File: src/rtl/hsd_pkg.sv
package hsd_pkg;

    // Default sizes
    localparam int unsigned HSD_MAX_CODE_LEN  = 32;
    localparam int unsigned HSD_ALPHABET_SIZE = 256;

    // Fixed field widths
    localparam int unsigned SYM_W     = 8;
    localparam int unsigned CODE_W    = 32;
    localparam int unsigned LEN_W     = 6;
    localparam int unsigned BYTE_W    = 8;
    localparam int unsigned NBITS_W   = 4;
    localparam int unsigned MODE_W    = 2;
    localparam int unsigned CNT7_W    = 7;
    localparam int unsigned S_TDATA_W = 64;

    // Cells per priority group
    localparam int unsigned GRP_CELLS = 8;
    localparam int unsigned GRP_IDX_W = 3;

    // Input item kinds
    typedef enum logic [MODE_W-1:0] {
        MODE_LOAD  = 2'd0,
        MODE_DATA  = 2'd1,
        MODE_CLEAR = 2'd2
    } mode_t;

    // Table write broadcast to every cell
    typedef struct packed {
        logic              we;
        logic              clr;
        logic [SYM_W-1:0]  sym;
        logic [CODE_W-1:0] code;
        logic [LEN_W-1:0]  len;
    } load_t;

    // Pending code broadcast to every cell
    typedef struct packed {
        logic              count_ok;
        logic [LEN_W-1:0]  count;
        logic              hi_zero;
        logic [CODE_W-1:0] mask;
        logic [CODE_W-1:0] lo;
    } query_t;

    // Registered result of one priority group
    typedef struct packed {
        logic                 any;
        logic [GRP_IDX_W-1:0] idx;
    } grp_t;

endpackage

File: src/rtl/hsd_cell.sv
module hsd_cell
    import hsd_pkg::*;
#(
    parameter int unsigned INDEX = 0
) (
    input  logic   aclk,
    input  logic   aresetn,
    input  load_t  ld,
    input  query_t q,
    input  logic   taken_in,
    output logic   taken_out,
    output logic   win
);

    logic [LEN_W-1:0]  len_reg, len_next;
    logic [CODE_W-1:0] val_reg;
    logic              hit_reg, hit_next;
    logic              sel;

    assign sel = ld.we && (ld.sym == SYM_W'(INDEX));

    // Entry length: cleared by a table clear, zero means no code
    always_comb begin
        len_next = len_reg;
        if (ld.clr) begin
            len_next = '0;
        end else if (sel) begin
            len_next = ld.len;
        end
    end

    // Exact match of length and value against the pending code
    assign hit_next = q.count_ok && (len_reg == q.count) && q.hi_zero
                      && ((val_reg & q.mask) == q.lo);

    always_ff @(posedge aclk) begin
        if (!aresetn) begin
            len_reg <= '0;
            hit_reg <= 1'b0;
        end else begin
            len_reg <= len_next;
            hit_reg <= hit_next;
        end
    end

    always_ff @(posedge aclk) begin
        if (sel) begin
            val_reg <= ld.code;
        end
    end

    // Priority handoff: a lower cell in the group already matched
    assign taken_out = taken_in | hit_reg;
    assign win       = hit_reg & ~taken_in;

endmodule

File: src/rtl/hsd_group.sv
module hsd_group
    import hsd_pkg::*;
#(
    parameter int unsigned BASE  = 0,
    parameter int unsigned COUNT = GRP_CELLS
) (
    input  logic   aclk,
    input  logic   aresetn,
    input  load_t  ld,
    input  query_t q,
    output grp_t   res
);

    logic [COUNT-1:0] taken;
    logic [COUNT-1:0] win;
    grp_t             res_reg, res_next;

    // Row of cells, lowest symbol first
    for (genvar i = 0; i < COUNT; i++) begin : g_cell
        logic taken_in;
        if (i == 0) begin : g_first
            assign taken_in = 1'b0;
        end else begin : g_next
            assign taken_in = taken[i-1];
        end
        hsd_cell #(
            .INDEX (BASE + i)
        ) u_cell (
            .aclk      (aclk),
            .aresetn   (aresetn),
            .ld        (ld),
            .q         (q),
            .taken_in  (taken_in),
            .taken_out (taken[i]),
            .win       (win[i])
        );
    end

    // Encode the one-hot winner
    always_comb begin
        res_next.any = taken[COUNT-1];
        res_next.idx = '0;
        for (int i = 0; i < COUNT; i++) begin
            if (win[i]) begin
                res_next.idx = res_next.idx | GRP_IDX_W'(i);
            end
        end
    end

    always_ff @(posedge aclk) begin
        if (!aresetn) begin
            res_reg <= '0;
        end else begin
            res_reg <= res_next;
        end
    end

    assign res = res_reg;

endmodule

File: config.mk
export PLATFORM = sky130hd
export DESIGN_NAME = hsd_group
export DESIGN_NICKNAME = d
export VERILOG_FILES = /design/src/rtl/hsd_pkg.sv /design/src/rtl/hsd_cell.sv /design/src/rtl/hsd_group.sv
export SDC_FILE = /design/constraint.sdc
export NUM_CORES = 1
export LEC_CHECK = 0
export ABC_CLOCK_PERIOD_IN_PS = 2500
export BUFFER_PORTS_ARGS = -buffer_cell sky130_fd_sc_hd__buf_2
export CORE_ASPECT_RATIO = 2
export CORE_MARGIN = 1.5
export CORE_UTILIZATION = 54
export CTS_CLUSTER_SIZE = 12
export DETAILED_ROUTE_END_ITERATION = 8
export PLACE_DENSITY = 0.75
export RECOVER_POWER = 25
export SKIP_CTS_REPAIR_TIMING = 1
export SLEW_MARGIN = 20
export SYNTH_ARGS = -nofsm -noshare
export SYNTH_HDL_FRONTEND = slang
export SYNTH_SLANG_ARGS = --single-unit
File: constraint.sdc
create_clock -name aclk -period 2.5 [get_ports aclk]
set_input_delay 0.125 -clock aclk [delete_from_list [all_inputs] [get_ports aclk]]
set_output_delay 0.125 -clock aclk [all_outputs]
set_load 0.005 [all_outputs]
# Word-level counts from Yosys, hierarchy flattened
# Index checks and enable logic that the tools add are counted.
dict set report classes {
  n_eq_ne 23
  muxes 7
  bitwise 30
  reduce_logical 34
}
# op count
set ops {}
lappend ops {{$and 32x32->32} 8}
lappend ops {{$eq 32x32->1} 8}
lappend ops {{$eq 6x6->1} 8}
lappend ops {{$eq 8x3->1 const B} 4}
lappend ops {{$logic_and 1x1->1} 32}
lappend ops {{$eq 8x2->1 const B} 2}
lappend ops {{$mux 3} 4}
lappend ops {{$eq 8x1->1 const B} 1}
lappend ops {{$logic_not 8->1} 1}
lappend ops {{$not 1->1} 8}
lappend ops {{$and 1x1->1} 7}
lappend ops {{$or 1x1->1} 7}
lappend ops {{$mux 2} 2}
lappend ops {{$reduce_or 2->1} 1}
lappend ops {{$mux 1} 1}
dict set report totals {
  regBits 316
  inputBits 122
}

# Depth between registers and ports, before layout
dict set report logic_depth {
  depth_word 9
  depth_mapped 6
  mapped_depth_nobuf 5
}

# Cells and area by module
# A second synthesis with hierarchy kept.
dict set report hier_totals {
  cells_unflattened 1182
  hier_area_um2 14467.6
}
# mod n_inst cells_each area_per_inst_um2
set by_module_without_submodules {}
lappend by_module_without_submodules {{hsd_cell at g_cell[1].u_cell ...} 3 148 1794.2}
lappend by_module_without_submodules {{hsd_cell at g_cell[0].u_cell ...} 3 148 1791.7}
lappend by_module_without_submodules {{hsd_cell at g_cell[7].u_cell} 1 142 1796.7}
lappend by_module_without_submodules {{hsd_cell at g_cell[3].u_cell} 1 143 1789.2}
lappend by_module_without_submodules {hsd_group 1 9 123.9}

# Worst setup path after synthesis
# No wires, ideal clock.
dict set report synth_timing {
  path_kind {in2reg}
  startpoint {input ld[41] in the netlist's numbering}
  endpoint {register g_cell[5].u_cell.val_reg[0], enable pin}
  setup_ps 430
  t_arrival_ps 2204
  required_time_ps 2070
  path_slack_ps -134
  path_stages 3
  cell_sequence {nor4_2 -> nand3b_2 -> nor2_1}
}
dict set report synth_via {
  elab_chain_cells 2
}
# element line_no
set synth_rtl {}
lappend synth_rtl {{from (decl)} hsd_group.sv:9} ;# input load_t ld,
lappend synth_rtl {{$eq 8x3->1} hsd_cell.sv:20} ;# assign sel = ld.we && (ld.sym == SYM_W'(INDEX));
lappend synth_rtl {{$logic_and 1x1->1} hsd_cell.sv:20}
lappend synth_rtl {{via g_cell[5].u_cell.sel} hsd_cell.sv:18} ;# logic sel;
lappend synth_rtl {{to (signal assigned)} hsd_cell.sv:48} ;# val_reg <= ld.code;
lappend synth_rtl {{to (decl)} hsd_cell.sv:16} ;# logic [CODE_W-1:0] val_reg;
# The timed path passes the listed nets, and every way through them passes these cells.
# A chain may end at the register's enable or synchronous reset.

# Final worst setup path
dict set report layout_timing {
  startpoint {register g_cell[6].u_cell.val_reg[8]}
  endpoint {register g_cell[6].u_cell.hit_reg}
}
dict set report layout_via {
  elab_chain_cells 3
}
# element line_no
set layout_rtl {}
lappend layout_rtl {{from (decl)} hsd_cell.sv:16}
lappend layout_rtl {{from (signal assigned)} hsd_cell.sv:48}
lappend layout_rtl {{$and 32x32->32} hsd_cell.sv:34} ;# && ((val_reg & q.mask) == q.lo);
lappend layout_rtl {{$eq 32x32->1} hsd_cell.sv:34}
lappend layout_rtl {{$logic_and 1x1->1} hsd_cell.sv:34}
lappend layout_rtl {{to (signal assigned)} hsd_cell.sv:42} ;# hit_reg <= hit_next;
lappend layout_rtl {{to (decl)} hsd_cell.sv:17} ;# logic hit_reg, hit_next;
# Every way passes these cells.

==> impl_summary.md <==
Global route
Entering global routing, the biggest net connects 49 pins. For this run the aggregate overflow at the end of global routing stands at 0. The via count of the first global-routing pass is 9910. The initial antenna violation count came to 0. The overall routing resource usage is 32.4%.

The first global-routing pass estimated 64.8 mm of wire.

STA
Setup total negative slack on the finished layout was measured at 0 ps. Based on the critical path, the design can be clocked at up to 0.453 GHz. The number of max-slew violations in the final report is 0. Setup repair after global routing left no endpoint under its margin. For the finished layout, the period the worst path requires is 2210 ps. The hold slack is 76.2 ps. The final count of hold timing violations is 0. The worst path uses 88.2% of the clock period. At the pin with the least slew margin, the transition time is 1070 ps. The worst clock skew on the final layout is 16.2 ps. Setup violations remaining at the end of the flow were counted as 0. The worst pin sits at a relative slew slack of 27.8%.

Detailed routing
In this run the remaining antenna-violating nets after routing total 0. Using the TritonRoute via totals, the vias-per-cell ratio works out to 5.86. The violation count after the first detailed-routing iteration is 1277.

The length of the first detailed-routing pass in iterations is 7. For this run, design rule violations remaining after detail routing come to 0. The aggregate routed wire length is 45.4 mm. The detail-routed net length per standard cell is 26.1 µm.

The number of vias in the routed layout is 10197.

Worst setup path
STA classifies the critical path startpoint as a flip-flop. The slowest stage of the critical path belongs to the cell nor4_1. STA puts the critical path data required time at 2970 ps. The worst reg2reg path depth is 5.

The critical path arrival is 2670 ps. The peak per-stage delay on the critical path is 910 ps. The endpoint class of the critical path is a flip-flop. The largest fanout on the critical path is 1. The cell repeated most along the worst path is nor4_1. The category of the critical setup timing path is flip-flop to flip-flop.

Traced cell by cell, the critical path runs through nand2_1 > xnor2_1 > nor4_1 > nand4_1 > nor4_1.

Synth
After synthesis, flip-flops and latches occupy 61.0% of the total area. The netlist uses 44 different library cells. The number of nets in the synthesized netlist is 1354. The post-synthesis async set-or-reset flop share is 0%. The count of state elements after synthesis is 316. The total standard cell area after synthesis is 14600 µm². The average footprint of a synthesized cell is 11.8 µm². The biggest area contributor in the post-synthesis netlist is edfxtp_1. In the synthesized netlist the dominant register cell turns out to be edfxtp_1. In this run the biggest area consumer among cell types represents 52.7% of the synthesized area. During synthesis, Yosys emitted a total of 0 warnings. By area the synthesized netlist is led by edfxtp_1 53%, xnor2_1 12%, dfxtp_1 8.2%. Counting flops with a built-in enable in the synthesized netlist gives 256.

The gate count after technology mapping is 1232.

Placed design
The congestion estimate from routability-driven global placement came to 1.05. After detailed placement, the total cell area comes to 15500 µm². The sum of net half-perimeters after detailed placement is 32.9 mm. Input and output buffers added on the ports amount to 125.

Clocking
The later-pin clock latency in the skew report is 560 ps. Clock-pin slew was measured on the worst setup and hold paths at 60 ps. CTS placed an instance of clkbuf_16 at the clock tree root. CTS built an H-tree with a depth of 1. Counting the buffers created by CTS gives 30.

For this design, the sink count on the clock tree is 316. The clock passes through at most 3 buffers. TritonCTS built the clock tree.

Hold path
The min-delay analysis places its worst path in the category input port to flip-flop. Along the worst hold path, the cell count comes to 5.

Final layout
The net count of the finished layout is 1495. The flip-flop count of the largest register, all copies and words added is 256. The area of all placed cells without fillers is 16800 µm². The number of diodes is 0. The share of cells above drive strength 1 is 12.8%.

Once layout is complete, the utilization of the core stands at 63.5%. The most common cell after layout, fill and taps aside is nand2_1. Leaving out fill and tap cells, the most frequent cells in the layout are 264 x nand2_1, 256 x edfxtp_1, 203 x xnor2_1, 103 x buf_2, 60 x dfxtp_1. The post-synthesis to final-layout area growth is 14.9%.

Flow run
Across the run, the number of max-cap violations was 0.

Outcome
The flow ran to the end, and the final reports show no timing, DRC or antenna violations.

Power and ir drop
Dividing total power by cell area gives a power density of 652 nW/µm². For this design the static power due to leakage is 0.00602 µW. Across the VDD grid, the largest voltage drop is 0.489 mV.

Floorplanning
For this configuration, the core starts out at a cell density of 55.3%. The floorplan step defined a die boundary enclosing 28100 µm². The I/O pin count is 126. The region available for standard cell placement spans 26400 µm². The floorplan step set the die height to 235 µm. The floorplan row count is 84. The overall die width is 119 µm.
==> final cells by class <==
| cell class | instances | area [µm²] |
|---|---|---|
| fill | 2081 | 9620 |
| clock inverter | 1 | 6.26 |
| inverter | 12 | 45.0 |
| multi-input combinational | 816 | 5200 |
| clock buffer | 55 | 867 |
| tap | 344 | 430 |
| sequential | 316 | 8890 |
| timing repair buffer | 197 | 1320 |
==> cell families after synthesis <==
| logic type | after synthesis | share of synthesized area [%] |
|---|---|---|
| XOR/XNOR | 262 | 15.7 |
| multiplexers | 42 | 2.88 |
| flip-flops | 316 | 61.0 |
| buffers and inverters | 100 | 3.51 |
| AO/OA/AOI/OAI | 73 | 3.29 |
| AND/OR/NAND/NOR | 439 | 13.6 |
==> Yosys cell counts (2+ instances only) <==
master,instances
nand3_1,15
and3_1,2
nand4_1,22
clkbuf_1,30
a32oi_1,2
edfxtp_1,256
nor3_1,6
xor2_1,59
a31oi_1,4
inv_2,2
dfxtp_1,60
mux2i_1,42
or3_1,2
nor3b_1,2
a22oi_1,9
nor4_2,2
a22o_1,3
buf_2,40
a211oi_1,4
buf_6,5
xnor2_1,203
a21oi_1,27
nor2_1,51
buf_4,13
nand2_1,264
a2111oi_0,5
nor2b_1,8
inv_1,10
a311oi_1,2
o21ai_0,8
or3b_1,2
a21boi_0,2
nor4_1,54
a221oi_1,5
or4_1,2
==> final timing paths <==
check / slack, ps / start / endpoint
max: 290 / g_cell[6].u_cell.val_reg[8] / g_cell[6].u_cell.hit_reg
min: 80 / q[0] / g_cell[5].u_cell.hit_reg
max reg2reg: 290 / g_cell[6].u_cell.val_reg[8] / g_cell[6].u_cell.hit_reg
min reg2reg: 480 / g_cell[0].u_cell.hit_reg / res[1]
==> worst max-delay path, delay by kind of cell, from the launching register on <==
family | cells | cell delay, ps
flip-flops | 1 | 330
XOR/XNOR | 1 | 340
AND/OR/NAND/NOR | 4 | 1450
==> power by group <==
| part | internal (µW) | leakage [µW] | switching, µW |
|---|---|---|---|
| combinational | 368 | 0.00281 | 697 |
| clock | 2310 | 0.000418 | 1860 |
| sequential | 5690 | 0.00278 | 2.70 |
==> routing by layer <==
metal	wire length, µm	vias up	track usage (%)	share of wire [%]
li1	-	4537	-	-
met1	14100	4854	33.4	31
met2	23100	632	57.1	51
met3	3580	174	5.21	7.9
met4	4630	0	26.3	10
met5	0	-	0	0
==> through the flow <==
step	std cells	total power [µW]	setup WS (ps)
3_5_place_dp	1646	6790	423
5_1_grt	1741	11200	157
4_1_cts	1702	10900	448
2_1_floorplan	1232	6370	324
3_3_place_gp	1646	6780	472
6_report	1741	10900	294
No activity file was read; power rests on OpenSTA's default activity.
